`src/rtl/bbv_pkg.sv`:
```
package bbv_pkg;

  localparam int MAX_SIDE_DEF   = 1024;
  localparam int PIXEL_BITS_DEF = 8;

  // image_side config register
  localparam int                CFG_W      = 11;
  localparam logic [CFG_W-1:0]  SIDE_RESET = CFG_W'(3);
  localparam int                MIN_SIDE   = 3;

  localparam int WIN = 3;

  // control that travels with a window sum down the pipeline
  typedef struct packed {
    logic valid;
    logic last;
  } bbv_stage_t;

endpackage

```
`src/rtl/bbv_out_if.sv`:
```
interface bbv_out_if
  import bbv_pkg::*;
#(
  parameter int PIXEL_BITS = PIXEL_BITS_DEF
);
  logic                    valid;
  logic                    ready;
  logic [PIXEL_BITS+3:0]   window_sum;
  logic [PIXEL_BITS+7:0]   mean_q8_8;
  logic                    last_of_frame;

  modport source (output valid, output window_sum, output mean_q8_8,
                  output last_of_frame, input ready);
  modport sink   (input valid, input window_sum, input mean_q8_8,
                  input last_of_frame, output ready);
endinterface

```
`src/rtl/bbv_mean.sv`:
```
module bbv_mean
  import bbv_pkg::*;
#(
  parameter int PIXEL_BITS = PIXEL_BITS_DEF
) (
  input  logic                  clk,
  input  logic                  rst_n,
  input  bbv_stage_t            b_ctl,
  input  logic [PIXEL_BITS+3:0] sum_b,
  output logic                  take,
  bbv_out_if.source             out_if
);

  localparam int SUMW  = PIXEL_BITS + 4;
  localparam int XW    = SUMW + 8;
  localparam int K     = XW + 3;
  localparam int MEANW = PIXEL_BITS + 8;
  localparam int PW    = 2 * XW + 1;
  // ceil(2^K / 9); error term below 9, so x * RECIP >> K is exact for x < 2^XW
  localparam logic [XW:0] RECIP = (XW + 1)'(((64'd1 << K) + 64'd8) / 64'd9);

  logic [XW-1:0]    x;
  logic [PW-1:0]    prod;
  logic             out_valid_r;
  logic             last_r;
  logic [SUMW-1:0]  sum_r;
  logic [MEANW-1:0] mean_r;

  // sum * 256 + 4
  assign x    = {sum_b, 8'h04};
  assign prod = PW'(x) * PW'(RECIP);
  assign take = !out_valid_r || out_if.ready;

  always_ff @(posedge clk) begin
    if (!rst_n) begin
      out_valid_r <= 1'b0;
    end else if (take) begin
      out_valid_r <= b_ctl.valid;
    end
  end

  always_ff @(posedge clk) begin
    if (take && b_ctl.valid) begin
      sum_r  <= sum_b;
      mean_r <= prod[K +: MEANW];
      last_r <= b_ctl.last;
    end
  end

  assign out_if.valid         = out_valid_r;
  assign out_if.window_sum    = sum_r;
  assign out_if.mean_q8_8     = mean_r;
  assign out_if.last_of_frame = last_r;

endmodule
```
`src/flat_wrapper.sv`:
```
// flat-port wrapper written by rule: the top's interface ports become plain ports
module bbv_mean_flat import bbv_pkg::*;
#(
  parameter int PIXEL_BITS = PIXEL_BITS_DEF
)
  (clk, rst_n, b_ctl, sum_b, take, out_if_valid, out_if_window_sum, out_if_mean_q8_8, out_if_last_of_frame, out_if_ready);
  bbv_out_if #(.PIXEL_BITS(PIXEL_BITS)) out_if_i ();
  input  logic clk;
  input  logic rst_n;
  input  bbv_stage_t b_ctl;
  input  logic [PIXEL_BITS+3:0] sum_b;
  output logic take;
  output wire logic [$bits(out_if_i.valid)-1:0] out_if_valid;
  output wire logic [$bits(out_if_i.window_sum)-1:0] out_if_window_sum;
  output wire logic [$bits(out_if_i.mean_q8_8)-1:0] out_if_mean_q8_8;
  output wire logic [$bits(out_if_i.last_of_frame)-1:0] out_if_last_of_frame;
  input wire logic [$bits(out_if_i.ready)-1:0] out_if_ready;
  assign out_if_valid = out_if_i.valid;
  assign out_if_window_sum = out_if_i.window_sum;
  assign out_if_mean_q8_8 = out_if_i.mean_q8_8;
  assign out_if_last_of_frame = out_if_i.last_of_frame;
  assign out_if_i.ready = out_if_ready;
  bbv_mean #(.PIXEL_BITS(PIXEL_BITS)) u_core (.clk(clk), .rst_n(rst_n), .b_ctl(b_ctl), .sum_b(sum_b), .take(take), .out_if(out_if_i));
endmodule
```
`config.mk`:
```
export PLATFORM = sky130hd
export DESIGN_NAME = bbv_mean_flat
export DESIGN_NICKNAME = d
export VERILOG_FILES = /design/src/rtl/bbv_pkg.sv /design/src/rtl/bbv_out_if.sv /design/src/rtl/bbv_mean.sv /design/src/flat_wrapper.sv
export SDC_FILE = /design/constraint.sdc
export NUM_CORES = 1
export LEC_CHECK = 0
export BUFFER_PORTS_ARGS = -buffer_cell sky130_fd_sc_hd__buf_2
export CAP_MARGIN = 20
export CORE_MARGIN = 2
export CORE_UTILIZATION = 40
export DETAILED_ROUTE_END_ITERATION = 8
export SETUP_SLACK_MARGIN = 0.15
export SLEW_MARGIN = 30
export SYNTH_ARGS = -nofsm -noshare
export SYNTH_HDL_FRONTEND = slang
export SYNTH_SLANG_ARGS = --single-unit
```
`constraint.sdc`:
```
create_clock -name clk -period 14.25 [get_ports clk]
set_clock_uncertainty 0.2 [all_clocks]
set_input_delay 0.7125 -clock clk [delete_from_list [all_inputs] [get_ports clk]]
set_output_delay 0.7125 -clock clk [all_outputs]
set_load 0.01 [all_outputs]
```
==> impl_metrics.csv <==
group,metric,value,unit
final_layout,area_growth,13.1,%
clock_tree,cts_made_buffers,5,
global_routing,met1_usage,0.217,
min_path,min_path_type,"reg -> reg",
final_layout,design_area,4750,µm²
power,power_frac_comb,0.756,
power,cellPowerDensity,242,nW/µm²
global_routing,grt_pass1_vias,2942,
worst_setup_path,path_cells,"buf_2 > fa_1 > ha_1 > ha_1 > inv_1 > fa_1 > inv_1 > fa_1 > inv_1 > fa_1 > inv_1 > ha_1 > a21oi_1 > o21ai_0 > a311oi_1 > nand3_1 > a21o_1 > a2111oi_4 > a211oi_2",
logic_synthesis,ys_types,39,
logic_synthesis,async_flop_share,0,
clock_tree,cts_tree,"done",
worst_setup_path,critPathBufInv,5,
routing,drt_pass1_iterations,4,
global_routing,antenna_found_initial,0,
final_layout,final_nets,600,
sta,tightestPinTransition,0.728,ns
worst_setup_path,cp.arrival,5.75,ns
global_routing,grtUsageMet2,0.264,
final_layout,final_common_cell,"ha_1",
routing,avgRoutedWirePerCell,14.7,µm
placement,place_area,4610,µm²
logic_synthesis,ys_ff_latch,30,
worst_setup_path,slowest_stage,"fa_1",
logic_synthesis,synth_flop_cell,"edfxtp_1",
power,p_clk_frac,0.096,
logic_synthesis,synth_top_area_share,0.301,
power,p_switching,535,µW
logic_synthesis,syn_inst,382,
clock_tree,hold_buffers,0,
clock_tree,cts-root-buf,"clkbuf_8",
worst_setup_path,critPathMaxFanout,7,
sta,fin_tns_setup,0,ns
sta,slew_headroom,0.509,
final_layout,drive_above_1_share,0.142,
sta,setup_viol,0,
final_layout,layout_common_cells,"ha_1 (101), inv_1 (88), buf_2 (47)",
clock_tree,cts_sinks,30,
logic_synthesis,ys_seq_area_frac,0.212,
floorplan,rows,37,
routing,ant_nets,0,
routing,routed_via_density,4.83,
logic_synthesis,syn_nets,546,
logic_synthesis,yosysTopAreaCell,"ha_1",
clock_tree,clk_latency,0.29,ns
power,power_frac_seq,0.148,
sta,rsz0062_at_grt,"no",
logic_synthesis,synth_edf_count,29,
sta,finalHoldViolCount,0,
logic_synthesis,synth_area,4200,µm²
global_routing,grt_overflow,0,
logic_synthesis,synth_area_leaders,"ha_1 (30%), fa_1 (22%), edfxtp_1 (21%), inv_1 (7.9%), xnor2_1 (3.5%)",
final_layout,antenna_cells,0,
final_layout,final_util,0.462,
floorplan,io-pin-count,48,
routing,vias,2768,
global_routing,grt_max_degree,30,
power,leakage,0.00245,µW
floorplan,die_h,106,µm
power,p_int,615,µW
floorplan,die_x,106,µm
sta,fin_crit,5.90,ns
sta,clock.fmax,0.170,GHz
clock_tree,ctsResizeCount,0,
floorplan,dieArea,11300,µm²
logic_synthesis,ys_warn_count,0,
flow_run,max-cap-violations,0,
global_routing,busiest_layer,"met2",
final_layout,regArea,891,µm²
worst_setup_path,start_kind,"primary input",
worst_setup_path,required,14.10,ns
placement,dpl.hpwl,7.14,mm
final_layout,fill_cells,993,
clock_tree,cts_setup_buffers,0,
routing,wl,8.42,mm
placement,gp_congestion,0.862,
worst_setup_path,critPathMaxStageDelay,0.61,ns
floorplan,core-area,10300,µm²
global_routing,grt_use_total,0.160,
logic_synthesis,syn_area_per_cell,11.0,µm²
clock_tree,max-clock-path-buffers,2,
clock_tree,htree_num_levels,2,
clock_tree,clk_pin_slew,0.07,ns
placement,io_buffer_count,47,
routing,drc_errors,0,
worst_setup_path,crit_type,"in -> reg",
floorplan,start_util,0.408,
status,status,"finished clean",
power,switching_share,0.466,
routing,drt_iter0_drc,109,
global_routing,grt_pass1_wl,14.0,mm
final_layout,multiInputGateArea,2970,µm²
sta,min_period_over_period,0.414,
sta,slew_violations,0,
power,max-vdd-ir-drop,114,µV
worst_setup_path,cp-end-kind,"register",
global_routing,grtUsageMet3,0.0227,
worst_setup_path,critPathTopFamily,"adder cells",
## path summary, 6_finish.rpt
kind / from / endpoint / slack, ns / cells after the start
min reg2reg: u_core.out_if.valid$_SDFFE_PN0N_ / u_core.out_if.valid$_SDFFE_PN0N_ / 0.33 / 2
max: sum_b[5] / u_core.out_if.mean_q8_8[15]$_DFFE_PP_ / 8.35 / 19
min: u_core.out_if.valid$_SDFFE_PN0N_ / u_core.out_if.valid$_SDFFE_PN0N_ / 0.33 / 2
max reg2reg: u_core.out_if.valid$_SDFFE_PN0N_ / u_core.out_if.window_sum[8]$_DFFE_PP_ / 12.81 / 3
## Yosys cell counts (4+ instances only)
cell	n
nor2_1	5
nand2_1	11
inv_1	88
xor2_1	9
fa_1	46
a21oi_1	14
ha_1	101
xnor2_1	17
o21bai_1	4
a31oi_1	5
edfxtp_1	29
o21ai_0	11
nand2b_1	4
## power by group through the flow
stage	Clock (µW)	Sequential, µW	Combinational, µW
2_1_floorplan	0	189	645
3_3_place_gp	0	172	849
6_report	110	171	869
4_1_cts	114	171	872
5_1_grt	116	174	996
3_5_place_dp	0	173	857
## logic make-up after synthesis
family | after synthesis | synth area share
AND/OR/NAND/NOR | 38 | 0.0465
AO/OA/AOI/OAI | 51 | 0.0844
flip-flops | 30 | 0.212
multiplexers | 1 | 0.00268
XOR/XNOR | 26 | 0.0542
buffers and inverters | 89 | 0.0796
adder cells (fa/ha/maj) | 147 | 0.520
## flip-flops by register name (all words and copies together) (netlist names)
signal                       cells
u_core.out_if.last_of_frame      1
u_core.out_if.mean_q8_8         16
u_core.out_if.window_sum        12
u_core.out_if.valid              1
## cell type report
| class | instances | share of cell area |
|---|---|---|
| tap | 136 | 0.0358 |
| clock inverter | 2 | 0.0126 |
| inverter | 88 | 0.0695 |
| multi-input combinational | 263 | 0.626 |
| timing repair buffer | 48 | 0.0511 |
| clock buffer | 6 | 0.0174 |
| sequential | 30 | 0.188 |
## tightest hold or removal path, stage by stage, from the launching register on
cell      delay (ns)
dfxtp_1         0.31
nand2b_1        0.09
a21boi_0        0.08
## per-layer routing
layer  up-vias  wire length [µm]
met5         -                 0
met4         0               156
met3        10               230
met2        48              3920
met1      1318              4110
li1       1392                 -
## stage by stage
stage	power, µW	worst slack (ns)	hold WS [ns]	instances
global route	1290	8.13	0.371	573
detailed placement	1030	8.12	0.321	565
finish	1150	8.35	0.328	573
floorplan	834	8.54	0.410	382
global placement	1020	8.22	0.296	565
CTS	1160	8.42	0.331	573
(Power assumes the default switching activity.)
