==> src/rtl/bbv_pkg.sv <==
package bbv_pkg;

  localparam int MAX_SIDE_DEF   = 1024;
  localparam int PIXEL_BITS_DEF = 8;

  // image_side config register
  localparam int                CFG_W      = 11;
  localparam logic [CFG_W-1:0]  SIDE_RESET = CFG_W'(3);
  localparam int                MIN_SIDE   = 3;

  localparam int WIN = 3;

  // control that travels with a window sum down the pipeline
  typedef struct packed {
    logic valid;
    logic last;
  } bbv_stage_t;

endpackage

==> src/rtl/bbv_window.sv <==
module bbv_window
  import bbv_pkg::*;
#(
  parameter int PIXEL_BITS = PIXEL_BITS_DEF
) (
  input  logic                  clk,
  input  logic                  rst_n,
  input  logic                  shift_en,
  input  logic                  load_en,
  input  bbv_stage_t            a_ctl,
  input  logic [PIXEL_BITS-1:0] top,
  input  logic [PIXEL_BITS-1:0] mid,
  input  logic [PIXEL_BITS-1:0] px,
  output bbv_stage_t            b_ctl,
  output logic [PIXEL_BITS+3:0] sum_b
);

  localparam int SUMW = PIXEL_BITS + 4;

  logic [PIXEL_BITS-1:0] win_r [WIN][WIN];
  bbv_stage_t            b_ctl_r;
  logic [SUMW-1:0]       sum_r;
  logic [SUMW-1:0]       sum_nxt;

  // sum of the window as it stands after this shift: old columns 1, 2 plus new column
  always_comb begin
    sum_nxt = SUMW'(top) + SUMW'(mid) + SUMW'(px);
    for (int i = 0; i < WIN; i++) begin
      sum_nxt = sum_nxt + SUMW'(win_r[i][1]) + SUMW'(win_r[i][2]);
    end
  end

  always_ff @(posedge clk) begin
    if (!rst_n) begin
      for (int i = 0; i < WIN; i++) begin
        for (int j = 0; j < WIN; j++) begin
          win_r[i][j] <= '0;
        end
      end
    end else if (shift_en) begin
      for (int i = 0; i < WIN; i++) begin
        win_r[i][0] <= win_r[i][1];
        win_r[i][1] <= win_r[i][2];
      end
      win_r[0][2] <= top;
      win_r[1][2] <= mid;
      win_r[2][2] <= px;
    end
  end

  always_ff @(posedge clk) begin
    if (!rst_n) begin
      b_ctl_r <= '0;
    end else if (load_en) begin
      b_ctl_r <= a_ctl;
    end
  end

  always_ff @(posedge clk) begin
    if (load_en && a_ctl.valid) begin
      sum_r <= sum_nxt;
    end
  end

  assign b_ctl = b_ctl_r;
  assign sum_b = sum_r;

endmodule

==> config.mk <==
export PLATFORM = sky130hd
export DESIGN_NAME = bbv_window
export DESIGN_NICKNAME = d
export VERILOG_FILES = /design/src/rtl/bbv_pkg.sv /design/src/rtl/bbv_window.sv
export SDC_FILE = /design/constraint.sdc
export NUM_CORES = 1
export LEC_CHECK = 0
export BUFFER_PORTS_ARGS = -buffer_cell sky130_fd_sc_hd__buf_2
export CORE_ASPECT_RATIO = 1.1
export CORE_MARGIN = 5
export CORE_UTILIZATION = 30
export DETAILED_ROUTE_END_ITERATION = 12
export PLACE_DENSITY = 0.55
export SYNTH_ARGS = -nofsm -noshare
export SYNTH_HDL_FRONTEND = slang
export SYNTH_SLANG_ARGS = --single-unit
export TNS_END_PERCENT = 5
==> constraint.sdc <==
create_clock -name clk -period 4.3 [get_ports clk]
set_input_delay 0.43 -clock clk [delete_from_list [all_inputs] [get_ports clk]]
set_output_delay 0.43 -clock clk [all_outputs]
set_load 0.03 [all_outputs]
==> flow_summary.json, run 1 <==
{
  "ys_types": 29,
  "die_w_um": 120,
  "synthTopCellsByArea": "edfxtp_1 (45%), fa_1 (27%), inv_1 (7.6%), and3_1 (7.5%), ha_1 (4.1%)",
  "outcome": "completed",
  "routedWlPerCell_um": 12.9,
  "finalWorstSetupSlack_ns": 0.277,
  "tightestPinTransition_ns": 0.954,
  "grt.total_usage_pct": 9.63,
  "period_minus_slack_ns": 4.02,
  "synth-edff-count": 60,
  "diodes": 0,
  "cts_tree": "done",
  "place_inst": 504,
  "p_leak_nw": 2.28,
  "grt_antenna_before_repair": 0,
  "stdcell_count": 519,
  "start_util_pct": 30.5,
  "grt_pass1_vias": 2497,
  "vias_per_cell": 4.30,
  "yosys_warnings": 0,
  "yosysMostFrequentCell": "inv_1",
  "ant_nets": 0,
  "cts-root-buf": "clkbuf_16",
  "crit_slowest_cell": "fa_1",
  "stdcell_area_sq_um": 4670,
  "crit_buf_inv": 2,
  "h-tree-depth": 3,
  "slowest_delay_ns": 0.54,
  "drtPass1Iterations": 4,
  "synthCells": 307,
  "postCtsSetupBuffers": 0,
  "grt_overflow": 0,
  "worstSetupEndpointType": "flop",
  "crit_path_max_fanout": 2,
  "final-max-slew-violation-count": 0,
  "drive_above_1_share_pct": 17.3,
  "final_util_pct": 35.7,
  "nets": 451,
  "cts_buffers": 9,
  "startpoint_type": "flop",
  "postPlaceCellArea_sq_um": 4390,
  "synth_seq_cells": 62,
  "hold_viol_final": 0,
  "design.core.area_sq_um": 13100,
  "synthToLayoutAreaGrowth_pct": 17.1,
  "synthArstFlopShare_pct": 0,
  "die_y_um": 131,
  "worstPathArrival_ns": 4.10,
  "grt_pass1_wl_um": 11700,
  "maxCapViolCount": 0,
  "dpl.hpwl_um": 5150,
  "ys_seq_area_share_pct": 46.2,
  "cts_resized": 0,
  "skew_ns": 0.00525,
  "holdCritPathClass": "in -> reg",
  "dp_slack_ns": 0.0374,
  "power.total_mw": 3.25,
  "synth_top_area_cell": "edfxtp_1",
  "worstSetupPathType": "reg -> reg",
  "grt_start_max_net_pins": 52,
  "synthesis.nets": 404,
  "synthTopCellsByCount": "inv_1 (81), edfxtp_1 (60), fa_1 (54)",
  "cts_hold_buf": 0,
  "max_freq_mhz": 249,
  "syn_area_per_cell_sq_um": 13.0,
  "crit_top_cell": "fa_1",
  "synth_area_sq_um": 3990,
  "finalSetupTns_ns": 0,
  "cp_data_required_time_ns": 4.38,
  "routed_wl_um": 6680,
  "hold_slack_ns": 0.366,
  "period_share_pct": 93.6,
  "place_congestion": 0.745,
  "cts_max_path_buffers": 2,
  "die_area_sq_um": 15700,
  "insertion_delay_ns": 0.33,
  "rsz0062_at_grt": "no",
  "io_buffers": 43,
  "synthFlopType": "edfxtp_1",
  "rows": 44,
  "synth_top_area_share_pct": 45.2,
  "vdd_drop_max_mv": 0.275,
  "slew_headroom_pct": 36.4,
  "crit_family": "adder cells",
  "cts.clk_slew.worst_paths_ns": 0.05,
  "path_cells": "inv_1 -> fa_1 -> inv_1 -> fa_1 -> fa_1 -> fa_1 -> ha_1 -> fa_1 -> a21oi_2 -> o211ai_2 -> o41ai_2 -> xnor2_1",
  "vias": 2232,
  "clock-sinks": 62,
  "drc": 0,
  "powerDensity_nw_per_um2": 695,
  "ios": 44,
  "setup_viol": 0,
  "drt_iter0_drc": 78
}
## layout make-up
cell class | instances | area (sq um)
Tap cell | 161 | 201
Multi-Input combinational cell | 154 | 1810
Clock inverter | 6 | 53.8
Inverter | 81 | 304
Sequential cell | 62 | 1840
Timing Repair Buffer | 46 | 238
Clock buffer | 9 | 225
Fill cell | 1302 | 8430
## metal layers
layer / GRT usage (%) / share of wire [%]
met5: 0 / 0
met4: 4.25 / 2.1
met3: 3.40 / 4.6
met2: 15.6 / 49
met1: 11.7 / 44
## worst min-delay path, stage by stage
cell and delay, ns:
buf_2 0.08, mux2i_1 0.06, nor2b_1 0.09
## layout by cell type (no fill, tap or decap), drive strengths merged, types with 2 or more instances in the layout
cell,count
inv,81
edfxtp,60
fa,54
and3,48
buf,46
ha,13
clkbuf,9
nor2,5
xnor2,5
a21oi,4
clkinv,4
nand2,3
nor2b,3
o21ai,2
nand3,2
o21bai,2
xor2,2
dfxtp,2
o211ai,2
## sequential cells by signal (all words and copies together), names as in the netlist
| name | cells |
|---|---|
| b_ctl | 2 |
| sum_b | 12 |
| win_r | 48 |
## where the power goes
group / switching (mW) / internal, mW
clock: 0.248 / 0.437
combinational: 0.969 / 0.704
sequential: 0.0337 / 0.859
total: 1.25 / 2.00
## path summary, 6_finish.rpt
| kind | cells after the start | endpoint | slack, ns | start |
|---|---|---|---|---|
| setup / recovery | 12 | sum_b[10] | 0.28 | win_r[0][2] |
| hold / removal | 3 | b_ctl[0] | 0.37 | a_ctl[0] |
| setup reg to reg | 12 | sum_b[10] | 0.28 | win_r[0][2] |
| hold reg to reg | 2 | b_ctl[0] | 0.52 | b_ctl[0] |
## kinds of logic after synthesis
group           after synthesis  synth area share, %
buf+inv                      91                 8.59
fa+ha+maj                    67                 31.2
simple gates                 64                 9.44
flops                        62                 46.2
compound gates               15                 2.85
xor+xnor                      7                 1.54
mux                           1                0.251
Note: power is estimated with default switching activity, not from simulation.
==> inputs of run 2 (changes only) <==
- RECOVER_POWER: unset -> 50
==> flow_summary.json, run 2 (synthesized netlist as in run 1, its figures left out) <==
{
  "grt_pass1_vias": 2497,
  "crit_top_cell": "fa_1",
  "met1_length_um": 2970,
  "design.core.area_sq_um": 13100,
  "multi_input_area_sq_um": 1810,
  "violations": "max-capacitance violations, max-slew violations",
  "slew_headroom_pct": -23.8,
  "grt_overflow": 0,
  "hold_viol_final": 0,
  "ff_latch_area_sq_um": 1840,
  "grt_pass1_wl_um": 11700,
  "setup_viol": 0,
  "start_util_pct": 30.5,
  "grt_start_max_net_pins": 52,
  "ios": 44,
  "grt.total_usage_pct": 9.63,
  "nets": 451,
  "drtPass1Iterations": 4,
  "diodes": 0,
  "die_y_um": 131,
  "period_share_pct": 93.6,
  "crit_path_max_fanout": 2,
  "tightestPinTransition_ns": 1.86,
  "vias": 2233,
  "h-tree-depth": 3,
  "crit_family": "adder cells",
  "die_w_um": 120,
  "worstSetupEndpointType": "flop",
  "mostFrequentLayoutCell": "inv_1",
  "cp_data_required_time_ns": 4.38,
  "routed_wl_um": 6690,
  "place_congestion": 0.745,
  "path_cells": "inv_1 -> fa_1 -> inv_1 -> fa_1 -> fa_1 -> fa_1 -> ha_1 -> fa_1 -> a21oi_2 -> o211ai_2 -> o41ai_2 -> xnor2_1",
  "startpoint_type": "flop",
  "final-max-slew-violation-count": 52,
  "ff2ff_setup_slack_ns": 0.28,
  "grt_antenna_before_repair": 0,
  "top_layer": "met4",
  "drc": 0,
  "vias_per_cell": 4.30,
  "max_freq_mhz": 249,
  "met3WireLength_um": 307,
  "cts_hold_buf": 0,
  "cts_buffers": 9,
  "nFillCells": 1305,
  "routedWlPerCell_um": 12.9,
  "holdCritPathClass": "in -> reg",
  "finalSetupTns_ns": 0,
  "synthToLayoutAreaGrowth_pct": 16.8,
  "worstPathArrival_ns": 4.10,
  "pwr-share-comb_pct": 51.4,
  "powerDensity_nw_per_um2": 696,
  "wl_met2_um": 3270,
  "rows": 44,
  "crit_slowest_cell": "fa_1",
  "cts_resized": 0,
  "vdd_drop_max_mv": 0.275,
  "slowest_delay_ns": 0.54,
  "insertion_delay_ns": 0.33,
  "worstSetupPathType": "reg -> reg",
  "crit_buf_inv": 2,
  "switchingPower_mw": 1.25,
  "p_seq_share_pct": 27.5,
  "dpl.hpwl_um": 5150,
  "die_area_sq_um": 15700,
  "io_buffers": 43,
  "drt_iter0_drc": 77,
  "cts.clk_slew.worst_paths_ns": 0.05,
  "outcome": "finished with violations",
  "period_minus_slack_ns": 4.02,
  "maxCapViolCount": 1,
  "largest_register_ffs": 48,
  "clockPowerShare_pct": 21.1,
  "layout_common_cells": "inv_1 (81), edfxtp_1 (60), fa_1 (54)",
  "drive_above_1_share_pct": 15.1,
  "postCtsSetupBuffers": 0,
  "ant_nets": 0,
  "intPower_mw": 1.99,
  "power.total_mw": 3.24,
  "cts_tree": "done",
  "p_leak_nw": 2.26,
  "regMostFlops": "win_r",
  "clock-sinks": 62,
  "switching_share_pct": 38.6,
  "cts-root-buf": "clkbuf_16",
  "skew_ns": 0.00525,
  "rsz0062_at_grt": "no",
  "cts_max_path_buffers": 2
}
[run 2: changes by cell type in the layout (fill, tap and decap cells not counted), sizes merged]
| cell | delta |
|---|---|
| clkbuf | +8 |
| buf | -8 |
[run 2: layer usage]
layer	vias up	GRT usage (%)
li1	1080	-
met1	1106	11.7
met2	36	15.6
met3	11	3.40
met4	0	4.25
met5	-	0
[run 2: cell type report]
| cell class | instances | area share, % |
|---|---|---|
| flip-flops and latches | 62 | 39.5 |
| multi-input cells | 154 | 38.8 |
| inverters | 81 | 6.53 |
| clock buffers | 9 | 4.83 |
| repair buffers | 46 | 4.83 |
| well taps | 161 | 4.32 |
| clock inverters | 6 | 1.15 |
[run 2: through the flow]
step | cell area, sq um | utilization, % | instances | hold slack [ns] | setup WS [ns]
final | 4660 | 35.6 | 519 | 0.366 | 0.277
after global routing | 4660 | 35.6 | 519 | 0.382 | 0.0299
after CTS | 4670 | 35.7 | 519 | 0.366 | 0.238
after detailed placement | 4390 | 33.5 | 504 | 0.519 | 0.0374
after global placement | 4390 | 33.5 | 504 | 0.500 | 0.0643
after floorplan | 3990 | - | 307 | 0.548 | 0.266
[run 2: final timing paths]
path,startpoint,cells past startpoint,endpoint
min,a_ctl[0],3,b_ctl[0]
max,win_r[0][2],12,sum_b[10]
min reg2reg,b_ctl[0],2,b_ctl[0]
max reg2reg,win_r[0][2],12,sum_b[10]
[run 2: power by group through the flow]
stage | Combinational (mW) | Clock (mW) | Sequential [mW]
4_1_cts | 1.73 | 0.704 | 0.895
3_3_place_gp | 1.71 | 0 | 0.906
6_report | 1.67 | 0.684 | 0.893
5_1_grt | 1.94 | 0.734 | 0.904
2_1_floorplan | 1.23 | 0 | 1.01
3_5_place_dp | 1.72 | 0 | 0.907
[run 2: worst register-to-register path: stages, from the launching register on]
cell      delay [ns]
edfxtp_1        0.34
inv_1           0.06
fa_1            0.54
inv_1           0.05
fa_1            0.46
fa_1            0.51
fa_1            0.49
ha_1            0.24
fa_1            0.42
a21oi_2         0.19
o211ai_2        0.12
o41ai_2         0.24
xnor2_1         0.10
